[src/design/act_pkg.sv]
// shared constants, types and table functions for the accelerometer tilt unit
`timescale 1ns / 1ps
package act_pkg;

  localparam int PRE_SHIFT    = 30;
  localparam int CORDIC_ITERS = 40;
  localparam int ACC_W        = 64;
  localparam int COEF_W       = 16;
  localparam int ROLL_W       = 15;
  localparam int PITCH_W      = 14;
  localparam int ROLL_LIM     = 11522;
  localparam int PITCH_LIM    = 5761;
  localparam int UNITS_MUL    = 36672;
  localparam int DIV5_MUL     = 52429;
  localparam int DIV5_SHIFT   = 18;

  localparam logic signed [31:0] GAIN_Q30 = 32'sd1768195363;
  localparam logic signed [63:0] HPI_Q60  = 64'sh1921FB54442D1846;
  localparam logic signed [63:0] QPI_Q60  = 64'sh0C90FDAA22168C23;

  typedef logic signed [COEF_W-1:0] coef_t;

  localparam coef_t BIAS [3] = '{-16'sd28, -16'sd160, -16'sd134};
  localparam coef_t MAT [3][3] = '{
    '{16'sd16155, 16'sd147,   16'sd197},
    '{-16'sd82,   16'sd16466, -16'sd98},
    '{16'sd164,   -16'sd16,   16'sd16695}
  };

  // restoring divider, used by atan_q60 to build the angle table
  function automatic logic [63:0] udiv64(input logic [63:0] n, input logic [63:0] d);
    logic [64:0] r;
    logic [63:0] q;
    r = '0;
    q = '0;
    for (int b = 63; b >= 0; b--) begin
      r = {r[63:0], n[b]};
      if (r >= {1'b0, d}) begin
        r = r - {1'b0, d};
        q[b] = 1'b1;
      end
    end
    return q;
  endfunction

  // atan(2^-i) in radians q60, alternating series summed in q62
  function automatic logic signed [63:0] atan_q60(input int i);
    logic [63:0] sum;
    logic [63:0] term;
    int e;
    sum = '0;
    if (i == 0) return QPI_Q60;
    for (int k = 0; k < 64; k++) begin
      e = 62 - i * (2 * k + 1);
      if (e >= 0) begin
        term = udiv64(64'd1 << e, 64'(2 * k + 1));
        if (k % 2 == 1) sum = sum - term;
        else sum = sum + term;
      end
    end
    return signed'((sum + 64'd2) >> 2);
  endfunction

endpackage

[src/design/act_cal.sv]
// bias removal, matrix correction, rounding and saturation, three stages
`timescale 1ns / 1ps
module act_cal
  import act_pkg::*;
#(
  parameter int SAMPLE_BITS = 16
) (
  input  logic                          clk,
  input  logic                          rst,
  input  logic                          en,
  input  logic                          in_valid,
  input  logic signed [SAMPLE_BITS-1:0] in_x,
  input  logic signed [SAMPLE_BITS-1:0] in_y,
  input  logic signed [SAMPLE_BITS-1:0] in_z,
  output logic                          out_valid,
  output logic signed [SAMPLE_BITS-1:0] out_x,
  output logic signed [SAMPLE_BITS-1:0] out_y,
  output logic signed [SAMPLE_BITS-1:0] out_z
);

  localparam int UW = SAMPLE_BITS + 1;
  localparam int PW = UW + COEF_W;
  localparam int SW = PW + 2;
  localparam logic signed [SW-1:0] HI = SW'((longint'(1) << (SAMPLE_BITS - 1)) - 1);
  localparam logic signed [SW-1:0] LO = -HI - SW'(1);

  logic [2:0] vld;
  logic signed [UW-1:0] u [3];
  logic signed [PW-1:0] p [3][3];
  logic signed [SAMPLE_BITS-1:0] c [3];
  logic signed [SW-1:0] s [3];
  logic signed [SW-1:0] sh [3];

  always_ff @(posedge clk) begin
    if (rst) begin
      vld <= '0;
    end else if (en) begin
      vld <= {vld[1:0], in_valid};
    end
  end

  always_comb begin
    for (int i = 0; i < 3; i++) begin
      s[i] = SW'(p[i][0]) + SW'(p[i][1]) + SW'(p[i][2]) + SW'(8192);
      sh[i] = s[i] >>> 14;
    end
  end

  always_ff @(posedge clk) begin
    if (en) begin
      u[0] <= UW'(in_x) - UW'(BIAS[0]);
      u[1] <= UW'(in_y) - UW'(BIAS[1]);
      u[2] <= UW'(in_z) - UW'(BIAS[2]);
      for (int i = 0; i < 3; i++) begin
        for (int j = 0; j < 3; j++) begin
          p[i][j] <= PW'(u[j]) * PW'(MAT[i][j]);
        end
        if (sh[i] > HI) c[i] <= HI[SAMPLE_BITS-1:0];
        else if (sh[i] < LO) c[i] <= LO[SAMPLE_BITS-1:0];
        else c[i] <= sh[i][SAMPLE_BITS-1:0];
      end
    end
  end

  assign out_valid = vld[2];
  assign out_x = c[0];
  assign out_y = c[1];
  assign out_z = c[2];

endmodule

[config.mk]
export PLATFORM = sky130hd
export DESIGN_NAME = act_cal
export DESIGN_NICKNAME = d
export VERILOG_FILES = /design/src/design/act_pkg.sv /design/src/design/act_cal.sv
export SDC_FILE = /design/constraint.sdc
export NUM_CORES = 2
export LEC_CHECK = 0
export BUFFER_PORTS_ARGS = -buffer_cell sky130_fd_sc_hd__buf_2
export CORE_MARGIN = 2
export CORE_UTILIZATION = 35
export DETAILED_ROUTE_END_ITERATION = 8
export GPL_ROUTABILITY_DRIVEN = 0
export PLACE_DENSITY = 0.57
export SLEW_MARGIN = 20
export SYNTH_ARGS = -nofsm -noshare
export SYNTH_HDL_FRONTEND = slang
export SYNTH_SLANG_ARGS = --single-unit
[constraint.sdc]
create_clock -name clk -period 6.25 [get_ports clk]
set_clock_uncertainty 0.05 [all_clocks]
set_input_delay 0.3125 -clock clk [delete_from_list [all_inputs] [get_ports clk]]
set_output_delay 0.3125 -clock clk [all_outputs]
set_load 0.02 [all_outputs]
==> Word level (Yosys, flattened, before mapping) <==
Memory sizes are Yosys's and may differ from the RTL's.
Index checks and enable logic that the tools add are counted.
{ "word_totals": {"mem_count": 3, "mem_bits_rw": 396, "latch_bits": 0, "register_bits": 3, "romBits": 0, "in_bits": 52} }
{ "classes": {"eq_ne": 0, "addsub": 13, "multipliers": 8, "n_div": 0, "n_bitwise": 6, "mux": 41, "n_shift": 0, "n_lt_le_gt_ge": 6, "reduce_logical": 0} }
{ "mem_list": {"columns": ["memory", "depth", "word_bits", "read_ports", "rd_ports_with_merged_regs", "write_ports", "line", "rtl"], "rows": [
  ["p", 3, 99, 3, 0, 3, "act_cal.sv:29", "logic signed [PW-1:0] p [3][3];"],
  ["u", 3, 17, 3, 0, 3, "act_cal.sv:28", "logic signed [UW-1:0] u [3];"],
  ["c", 3, 16, 3, 0, 3, "act_cal.sv:30", "logic signed [SAMPLE_BITS-1:0] c [3];"]
]} }
{ "op_table": {"columns": ["cell", "n"], "rows": [
  ["34-bit by 33-bit adder with 35-bit output", 3],
  ["35-bit by 15-bit adder with 35-bit output (second input constant)", 3],
  ["33-bit by 33-bit adder with 34-bit output", 3],
  ["16-bit 2-to-1 mux", 6],
  ["17-bit by 7-bit multiplier with 24-bit output (second input constant)", 3],
  ["17-bit by 15-bit multiplier with 32-bit output (second input constant)", 2],
  ["21-bit by 16-bit > comparator with 1-bit output (second input constant)", 3],
  ["21-bit by 16-bit < comparator with 1-bit output (second input constant)", 3],
  ["17-bit by 9-bit multiplier with 26-bit output (second input constant)", 2],
  ["1-bit 2-to-1 mux", 35],
  ["16-bit by 9-bit subtractor with 17-bit output (second input constant)", 2],
  ["17-bit by 16-bit multiplier with 33-bit output (second input constant)", 1],
  ["17-bit negation with 29-bit output", 1],
  ["16-bit by 6-bit subtractor with 17-bit output (second input constant)", 1],
  ["1-bit bitwise OR", 6]
]} }

==> Depth between registers and ports, before layout <==
An unclocked memory read counts as a cell.
{ "logic_depth": {"ltp_word": 11, "depth_mapped": 23} }

==> Least setup slack after synthesis <==
OpenSTA, ideal clock, no wires.
{ "synth_path": {"kind": "reg-to-reg", "startpoint": "memory u[0][16] (netlist bit)", "endpoint": "memory p[0][97] (netlist bit) (data pin)", "setup_ps": 258, "arrival_time_ps": 6066, "setup_slack_ps": -124, "period_less_slack_ps": 6374, "path_stages_with_launch": 21, "cell_sequence": "edfxtp_1 -> ha_1 -> inv_1 -> fa_1 -> inv_1 -> fa_1 -> fa_1 -> fa_1 -> inv_1 -> fa_1 -> ha_1 -> a21oi_1 -> o22ai_1 -> or3_1 -> a21oi_1 -> o21ai_0 -> a41oi_1 -> o21ai_0 -> and2_1 -> o22a_1 -> xnor2_1"} }
{ "synth_rtl": {"columns": ["item", "line"], "rows": [
  ["start, declared", "act_cal.sv:28"],
  ["end, declared", "act_cal.sv:29"]
]} }

==> metrics <==
upper clock frequency limit 0.164 GHz; Buffers on Ports 100; library cells used by synthesis 103; Final HPWL DP just under 90 mm; crit-path max FO 3; most common cell after layout, fill and taps aside inv_1; FFs w/ async S/R, synth 0%; CTS Buffer Depth 3; worst min-delay path class primary input to register; Critical Path Sink Type register; fin. max-slew vios 0; Crit Path Category register to register; CORE AREA 126,000 um^2; drt total wl 105 mm; critical path cell sequence buf_6 > fa_1 > inv_1 > fa_1 > inv_1 > fa_1 > inv_2 > fa_1 > inv_2 > fa_1 > inv_1 > fa_1 > inv_2 > ha_4 > a21oi_2 > o22ai_2 > or3_1 > a21oi_2 > o21ai_2 > a41oi_2 > o21ai_1 > and2_4 > o22a_1 > xnor2_1; initial antenna violation count 9; CP delay by family, top adder cells; DR WL/cell around 17 um; Final Critical Period 6.09 ns; Arrival @ worst endpoint 6.39 ns; pin count of the biggest net entering global routing 121; fraction of synthesized cell area in xor and xnor cells 5.72%; drt initial violations roughly 1,400; Place WS -0.0896 ns; Mean Syn Cell Area around 10 um^2; period utilisation layout a little over nine tenths; synthesis-stage register bit count 342; count of final hold-check violations 0; first-pass GRT wire length around 170 mm; Synth Area in Compound Gates roughly 9%; CP bufs+invs 7; clk_lat worst skew about 0.64 ns; DR vias/cell 4.66; Max-slew headroom 32.3%; Mapped Area 44,200 um^2; chip height about 360 um; Starting Density 35.2%; GRT Overall Usage 16.7%; CP most frequent cell fa_1; Ports 101; final critical-path setup slack between 0.15 and 0.2 ns; # fillers 12,300; status finished clean; largest family of logic cells by synthesized area adder cells; Synth top area share 24.2%; Die Span X 359 um; ANT nets after route 0; CTS tree yes; final-report setup violation count 0; most frequent cells in the layout inv_1, ha_1, fa_1, edfxtp_1, xnor2_1; Synth Area in Adders approximately 46%; clk sinks between 300 and 400; clock slew at reported path FFs 0.07 ns; required time of the critical path between 6 and 7 ns; # Max-Cap Violations 0; ys flop type edfxtp_1; Worst Tran Pin Value 1.02 ns; vias 29,000; total grt overflow 0; DIE AREA 129,000 um^2; ratio of cells with drive above 1 in the final layout 9.41%; register area share after synthesis 23.2%; area grow syn2layout 13.4%; mux cell area share after synthesis less than 1%; Root Buffer clkbuf_16; CTS Buf Count 46; Yosys warnings 0; Worst setup SP type register; Worst path slowest cell fa_1; # DRC 0; EDFF count, synth 339; drt pass-1 iters 5; Yosys top cell by area ha_1; synthesized netlist net count 5,607; Post-Synth Simple-Gate Area 5.54%; slowest cell delay on critical path roughly 0.53 ns; row cnt 130; H-tree Lvls 2; number of global-route vias before repair 30,800; NumNets Final 5,929; Gate Count Post-Synth 4,211; Synth area leaders ha_1, edfxtp_1, fa_1
[Yosys cell counts, drive strengths merged, types with 46 or more instances]
library cell  number
xnor2            210
o21bai            46
inv             1141
ha               854
a21o             116
nand3             59
edfxtp           339
fa               490
nor2             133
o21ai             83
xor2              77
nor3              57
nand2            105
a21oi            162
[worst paths after layout]
kind                start        to  slack (ns)  cells past startpoint
hold reg to reg    vld[2]    vld[2]        0.43                      2
hold / removal    in_x[3]   u[0][3]        0.12                      4
setup reg to reg  u[0][6]  p[0][97]        0.16                     24
setup / recovery  u[0][6]  p[0][97]        0.16                     24
[per-stage QoR]
step	std cells	instance area, um^2	util, %	setup TNS [ns]	hold slack (ns)
after floorplan	4211	44200	-	0	0.335
after global placement	6062	47600	37.9	-0.0676	0.426
after detailed placement	6062	47600	37.9	-0.0896	0.430
after CTS	6200	49700	39.6	0	0.0777
after global routing	6220	50100	39.9	-0.00697	0.131
final	6221	50100	39.9	0	0.118
[timing repair]
item | in CTS | in global routing
hold buffers | 51 | 0
gates resized for setup | 4 | 64
buffers inserted | 2 | 21
hold endpoints to repair | 52 | 0
endpoints found under the setup margin | 4 | 21
pin swaps | 1 | 50
[flip-flops by register name, summed over array words and instances (netlist names)]
signal	cells
c	48
p	240
u	51
vld	3
[tightest hold or removal path, cell delays in order]
cell and delay [ns]:
buf_2 0.10, inv_1 0.04, ha_1 0.11, inv_1 0.04
[routing by layer]
layer	vias to the layer above	routed length, um	track usage [%]
met3	133	4280	2.38
met5	-	0	0
met2	432	48800	27.9
met1	14000	48600	22.2
li1	14400	-	-
met4	0	3520	5.52
[final cells by class]
type / instances / area, um^2 / area share (%)
tap: 1650 / 2060 / 4.12
timing repair buffer: 294 / 2150 / 4.28
antenna: 1 / 2.50 / 0.00499
clock buffer: 50 / 1170 / 2.33
multi-input combinational: 2708 / 29800 / 59.5
clock inverter: 35 / 385 / 0.769
inverter: 1141 / 4280 / 8.54
sequential: 342 / 10200 / 20.4
[logic make-up after synthesis]
| kind of cell | Yosys count |
|---|---|
| fa+ha+maj | 1344 |
| buf+inv | 1161 |
| compound gates | 565 |
| simple gates | 500 |
| flops | 342 |
| xor+xnor | 287 |
| mux | 12 |
Power is left out: the tool's default activity adds up to more than one toggle a clock period on the data nets, which glitch-free logic cannot reach.
