## src/design/act_pkg.sv

```systemverilog
// shared constants, types and table functions for the accelerometer tilt unit
`timescale 1ns / 1ps
package act_pkg;

  localparam int PRE_SHIFT    = 30;
  localparam int CORDIC_ITERS = 40;
  localparam int ACC_W        = 64;
  localparam int COEF_W       = 16;
  localparam int ROLL_W       = 15;
  localparam int PITCH_W      = 14;
  localparam int ROLL_LIM     = 11522;
  localparam int PITCH_LIM    = 5761;
  localparam int UNITS_MUL    = 36672;
  localparam int DIV5_MUL     = 52429;
  localparam int DIV5_SHIFT   = 18;

  localparam logic signed [31:0] GAIN_Q30 = 32'sd1768195363;
  localparam logic signed [63:0] HPI_Q60  = 64'sh1921FB54442D1846;
  localparam logic signed [63:0] QPI_Q60  = 64'sh0C90FDAA22168C23;

  typedef logic signed [COEF_W-1:0] coef_t;

  localparam coef_t BIAS [3] = '{-16'sd28, -16'sd160, -16'sd134};
  localparam coef_t MAT [3][3] = '{
    '{16'sd16155, 16'sd147,   16'sd197},
    '{-16'sd82,   16'sd16466, -16'sd98},
    '{16'sd164,   -16'sd16,   16'sd16695}
  };

  // restoring divider, used by atan_q60 to build the angle table
  function automatic logic [63:0] udiv64(input logic [63:0] n, input logic [63:0] d);
    logic [64:0] r;
    logic [63:0] q;
    r = '0;
    q = '0;
    for (int b = 63; b >= 0; b--) begin
      r = {r[63:0], n[b]};
      if (r >= {1'b0, d}) begin
        r = r - {1'b0, d};
        q[b] = 1'b1;
      end
    end
    return q;
  endfunction

  // atan(2^-i) in radians q60, alternating series summed in q62
  function automatic logic signed [63:0] atan_q60(input int i);
    logic [63:0] sum;
    logic [63:0] term;
    int e;
    sum = '0;
    if (i == 0) return QPI_Q60;
    for (int k = 0; k < 64; k++) begin
      e = 62 - i * (2 * k + 1);
      if (e >= 0) begin
        term = udiv64(64'd1 << e, 64'(2 * k + 1));
        if (k % 2 == 1) sum = sum - term;
        else sum = sum + term;
      end
    end
    return signed'((sum + 64'd2) >> 2);
  endfunction

endpackage

```

## src/design/act_units.sv

```systemverilog
// radians q60 to 1/64 degree, rounded half away from zero and clamped, two stages
`timescale 1ns / 1ps
module act_units
  import act_pkg::*;
#(
  parameter int SW = 48
) (
  input  logic                      clk,
  input  logic                      rst,
  input  logic                      en,
  input  logic                      in_valid,
  input  logic signed [ACC_W-1:0]   roll_rad,
  input  logic signed [ACC_W-1:0]   pitch_rad,
  input  logic [SW-1:0]             in_side,
  output logic                      out_valid,
  output logic signed [ROLL_W-1:0]  roll_angle,
  output logic signed [PITCH_W-1:0] pitch_angle,
  output logic [SW-1:0]             out_side
);

  localparam int QW = ACC_W - 28;
  localparam int NW = QW + 17;
  localparam int DW = 18;

  logic [1:0] vld;
  logic signed [NW-1:0] num [2];
  logic [SW-1:0] side_q;
  logic signed [QW-1:0] q [2];
  logic signed [NW-1:0] mag [2];
  logic [NW:0] rnd [2];
  logic [DW-1:0] n2 [2];
  logic [DW+15:0] prod [2];
  logic [15:0] r [2];
  logic [15:0] rc [2];
  logic signed [16:0] rs [2];

  assign q[0] = QW'(roll_rad >>> 28);
  assign q[1] = QW'(pitch_rad >>> 28);

  always_comb begin
    for (int i = 0; i < 2; i++) begin
      mag[i]  = (num[i] < 0) ? -num[i] : num[i];
      rnd[i]  = (NW+1)'(mag[i]) + ((NW+1)'(5) << 32);
      n2[i]   = rnd[i][33 +: DW];
      prod[i] = (DW+16)'(n2[i]) * (DW+16)'(DIV5_MUL);
      r[i]    = prod[i][DIV5_SHIFT +: 16];
    end
    rc[0] = (r[0] > 16'(ROLL_LIM)) ? 16'(ROLL_LIM) : r[0];
    rc[1] = (r[1] > 16'(PITCH_LIM)) ? 16'(PITCH_LIM) : r[1];
    for (int i = 0; i < 2; i++) begin
      rs[i] = (num[i] < 0) ? -$signed({1'b0, rc[i]}) : $signed({1'b0, rc[i]});
    end
  end

  always_ff @(posedge clk) begin
    if (rst) begin
      vld <= '0;
    end else if (en) begin
      vld <= {vld[0], in_valid};
    end
  end

  always_ff @(posedge clk) begin
    if (en) begin
      num[0] <= NW'(q[0]) * NW'(UNITS_MUL);
      num[1] <= NW'(q[1]) * NW'(UNITS_MUL);
      side_q <= in_side;
      roll_angle <= rs[0][ROLL_W-1:0];
      pitch_angle <= rs[1][PITCH_W-1:0];
      out_side <= side_q;
    end
  end

  assign out_valid = vld[1];

endmodule

```

## config.mk

```make
export PLATFORM = sky130hd
export DESIGN_NAME = act_units
export DESIGN_NICKNAME = d
export VERILOG_FILES = /design/src/design/act_pkg.sv /design/src/design/act_units.sv
export SDC_FILE = /design/constraint.sdc
export NUM_CORES = 2
export LEC_CHECK = 0
export BUFFER_PORTS_ARGS = -buffer_cell sky130_fd_sc_hd__buf_2
export CAP_MARGIN = 0
export CORE_MARGIN = 2
export CORE_UTILIZATION = 45
export DETAILED_ROUTE_END_ITERATION = 10
export GPL_TIMING_DRIVEN = 0
export PLACE_DENSITY = 0.63
export SYNTH_ARGS = -nofsm -noshare
export SYNTH_HDL_FRONTEND = slang
export SYNTH_SLANG_ARGS = --single-unit
export TNS_END_PERCENT = 50
```

## constraint.sdc

```tcl
create_clock -name clk -period 13.35 [get_ports clk]
set_input_delay 1.335 -clock clk [delete_from_list [all_inputs] [get_ports clk]]
set_output_delay 1.335 -clock clk [all_outputs]
set_load 0.05 [all_outputs]
```

# [Word level (Yosys, flattened, before mapping)]
# Memory sizes are Yosys's and may differ from the RTL's.
# Index checks and enable logic that the tools add are counted.
[word_totals] regBits=127 ramBits=94 out_inout_bits=78 mem_count=1
[mem_list] memory="num" depth=2 word_bits=47 read_ports=2 rd_clocked_by_memory_dff=0 wr=2 line_no="act_units.sv:26" rtl="logic signed [NW-1:0] num [2];"
[op_classes] addsub=6 mul=4 order_cmp=4 muxes=8
[op_table] cell="< comparator 53 x 1 -> 1 bit, second input constant" n=2
[op_table] cell="adder 51 x 36 -> 51 bit, second input constant" n=2
[op_table] cell="two-way mux 51 bit" n=2
[op_table] cell="negator 51 bit" n=2
[op_table] cell="multiplier 36 x 11 -> 47 bit, second input constant" n=2
[op_table] cell="multiplier 18 x 16 -> 34 bit, second input constant" n=2
[op_table] cell="two-way mux 15 bit" n=2
[op_table] cell="two-way mux 14 bit" n=2
[op_table] cell="greater-than comparator 16 x 13 -> 1 bit, second input constant" n=1
[op_table] cell="greater-than comparator 16 x 14 -> 1 bit, second input constant" n=1
[op_table] cell="negator 15 bit" n=1
[op_table] cell="negator 14 bit" n=1
[op_table] cell="two-way mux 1 bit" n=2

# [Logic depth before layout (Yosys ltp)]
# An unclocked memory read counts as a cell.
[logic_depth] word_depth=9 depth_mapped=48 mapped_depth_nobuf=45

# [Worst setup path before layout]
# No wires, ideal clock.
[synth_timing] path_kind="reg-to-reg" from="memory num[0][46] (netlist name)" to="register roll_angle[12] (data pin)" setup_time_ns=0.258 arrival_ns=10.751 setup_slack_ns=2.341 path_stages_with_launch=44 n_path_buf=5 path_cell_list="edfxtp_1 -> clkbuf_1 -> clkbuf_1 -> clkbuf_1 -> clkbuf_1 -> nand2_1 -> xnor2_1 -> ha_1 -> mux2_2 -> o221ai_1 -> a211oi_1 -> a21boi_1 -> o21a_1 -> o21ai_1 -> a21o_1 -> xnor2_1 -> ha_1 -> ha_1 -> [8 not listed] -> nand3_1 -> or4_1 -> a31oi_1 -> nor3_1 -> o21ai_0 -> o21bai_1 -> or4_4 -> o31a_1 -> o31ai_2 -> buf_2 -> and2_1 -> inv_2 -> ha_1 -> inv_1 -> nor4_1 -> and3_1 -> mux2i_1 -> o2bb2ai_1"
[synth_rtl] element="from (decl)" line_no="act_units.sv:26"
[synth_rtl] element="to (signal assigned)" line_no="act_units.sv:68" rtl="roll_angle <= rs[0][ROLL_W-1:0];"
[synth_rtl] element="to (decl)" line_no="act_units.sv:16" rtl="output logic signed [ROLL_W-1:0] roll_angle,"

==> summary.txt <==
Outcome
  – Status: finished, final reports clean

Floorplan
  – Die ar.: 78,300 um2
  – Core Rows: 101
  – Die H: 280 um
  – Starting density of the core: 45.3%
  – Top-Level Pins: 258
  – Die width: 280 um
  – Core Box Area: 75,600 um2

GRT
  – GRT Util Overall: 18.9%
  – Vias in the first global route: 23,730
  – First-pass GRT wire length: 121 mm
  – Final global-route overflow total: 0
  – Largest net degree at the start of global routing: 113
  – Initial antenna violation count: 10

STA
  – Fin crit share: 93.8%
  – F_max: 79.8 MHz
  – Max Slew Vio Count: 0
  – Final setup skew: 0.0272 ns
  – Hold Vio Cnt, Final: 0
  – Crit path time final: 12.53 ns
  – Setup violations, final: 0
  – Slew @ Worst Pin: 0.937 ns
  – Slew HR: 35.9%

Finish
  – Share of layout cells above drive strength 1: 8.92%
  – Layout Nets: 4,714
  – Fin util: 49.7%
  – P&R area growth vs syn: 9.70%

Synthesis
  – Count leader, synth: ha_1
  – Cells after synthesis: 3,211
  – Syn Nets: 4,482
  – Post-synth top area cell: fa_1
  – Synth Warn #: 0
  – Top_reg_cell synth: edfxtp_1
  – Yosys cell types: 93
  – Seq cells post-synth: 219
  – EDFF count, synth: 217
  – Synth async-reset ratio: 0%
  – Sequential element share of the synthesized area: 19.2%
  – Share of the synthesized area in the top cell type: 27.4%
  – Post-Syn Area per Cell: 10.7 um2
  – Top post-synthesis cells by area: fa_1 (27%), ha_1 (23%), edfxtp_1 (19%)
  – Mapped Area: 34,200 um2
  – Most frequent cells after synthesis: ha_1 (623), inv_1 (575), fa_1 (468)

Clock tree
  – Clk pin slew, worst setup/hold paths: 0.07 ns
  – Htree depth: 1
  – Post-CTS Repair Setup Buffers: 0
  – Root Driver: clkbuf_16
  – Sink Count: 219
  – Clk_lat worst skew: 0.60 ns
  – Total CTS buffers: 28
  – CTS tree: yes
  – Clock tree buffer depth: 3

Worst setup path
  – CP startpoint kind: flop
  – Crit path DAT: 12.86 ns
  – CP max-delay cell: fa_1
  – Worst Path Max Fanout: 10
  – CP peak stage delay: 0.61 ns
  – Crit path capture type: flop
  – CP most frequent cell: ha_1
  – Required @ worst endpoint: 13.68 ns
  – CP Class: reg2reg

Detailed routing
  – DR vias: 23,262
  – TritonRoute pass-1 iters: 5
  – DR vias/cell: 5.23
  – Residual DRC: 0
  – Total wire length: 72.5 mm
  – Wire per inst: 16.3 um
  – Initial DRC Count: 1,216
  – Routed Antenna Nets: 0

Placement
  – HPWL after DPL: 62.3 mm
  – # port buffers: 201
  – Final GP Congestion: 0.903

Flow run
  – Max Cap Viol: 0

Worst hold path
  – Hold/Removal Path Class: reg2reg
[cell usage in the layout, fill, tap and decap left out, types with 8 or more instances in the layout]
cell	instances
nand4_1	19
mux2i_1	12
clkbuf_1	32
nor2b_1	15
o211ai_1	15
o21ai_0	97
nor2_1	114
ha_1	623
nand2_1	131
nand2b_1	10
inv_1	575
o21a_1	34
a21boi_0	9
xnor2_1	114
or2_2	9
o22ai_1	8
a21oi_1	163
edfxtp_1	217
a21o_1	62
o41ai_1	11
or3_1	18
nor3_1	37
nor4_1	17
and2_1	23
fa_1	468
clkbuf_16	28
xor2_1	52
o31ai_1	10
nand3_1	49
and4_1	15
o31a_1	9
nor4_2	8
o21bai_1	19
and3_1	28
a211oi_1	17
a31oi_1	18
buf_2	208
[metal layers]
metal / routed length (um) / vias up / GRT usage, % / share of wire [%]
met4: 1310 / 14 / 3.87 / 1.8
met1: 34400 / 11244 / 26.9 / 47
met5: 99 / - / 0 / 0.14
li1: - / 11534 / - / -
met2: 33400 / 383 / 30.9 / 46
met3: 3310 / 87 / 2.67 / 4.6
[final timing paths]
| kind | start | end | slack (ns) | depth (start not counted) |
|---|---|---|---|---|
| max | num[0][46] | roll_angle[12] | 0.82 | 44 |
| min | side_q[23] | out_side[23] | 0.42 | 0 |
| max reg2reg | num[0][46] | roll_angle[12] | 0.82 | 44 |
| min reg2reg | side_q[23] | out_side[23] | 0.42 | 0 |
[logic make-up (layout without fill, tap and decap cells)]
kind of cell             Yosys count  in the layout  share of synthesized area (%)
AO/OA/AOI/OAI                    564            564                           11.0
AND/OR/NAND/NOR                  525            525                           7.91
flip-flops                       219            219                           19.2
adder cells (fa/ha/maj)         1091           1091                           50.1
buffers and inverters            622            876                           6.88
multiplexers                      19             19                          0.578
XOR/XNOR                         171            171                           4.38
other                              0              2                              0
[cell type report]
class / instances / area [um2]
inverters: 577 / 2170
clock inverters: 19 / 233
fillers: 7040 / 38000
flip-flops and latches: 219 / 6560
repair buffers: 202 / 1040
multi-input cells: 2370 / 25400
plain buffers: 45 / 196
diodes: 2 / 5.00
well taps: 978 / 1220
clock buffers: 33 / 719
[worst max-delay path, delay by kind of cell (launching register included)]
kind                     cells  cell delay, ns
XOR/XNOR                     3            0.71
adder cells (fa/ha/maj)      9            3.63
multiplexers                 2            0.33
AND/OR/NAND/NOR              9            2.14
buffers and inverters       11            2.25
flip-flops                   1            0.53
AO/OA/AOI/OAI               10            2.63
[timing repair]
item	CTS	global route
resized for setup	5	20
setup endpoints to repair	8	16
hold buffers	0	0
[flip-flops by register name (all words and copies together) (netlist names)]
register	count
roll_angle	15
vld	2
out_side	48
num	92
side_q	48
pitch_angle	14
[per-stage QoR]
step           setup TNS, ns  setup WS [ns]  instances  hold slack (ns)  cell area (um2)
3_5_place_dp           -4.47         -0.723       4391            0.405            36500
3_3_place_gp           -4.42         -0.717       4390            0.400            36500
2_1_floorplan              0           2.34       3211            0.400            34200
4_1_cts                    0         0.0153       4443            0.415            37500
5_1_grt             -0.00855       -0.00855       4444            0.423            37500
6_report                   0          0.824       4445            0.416            37600
Power is left out: the tool's default activity adds up to more than one toggle a clock period on the data nets, which glitch-free logic cannot reach.
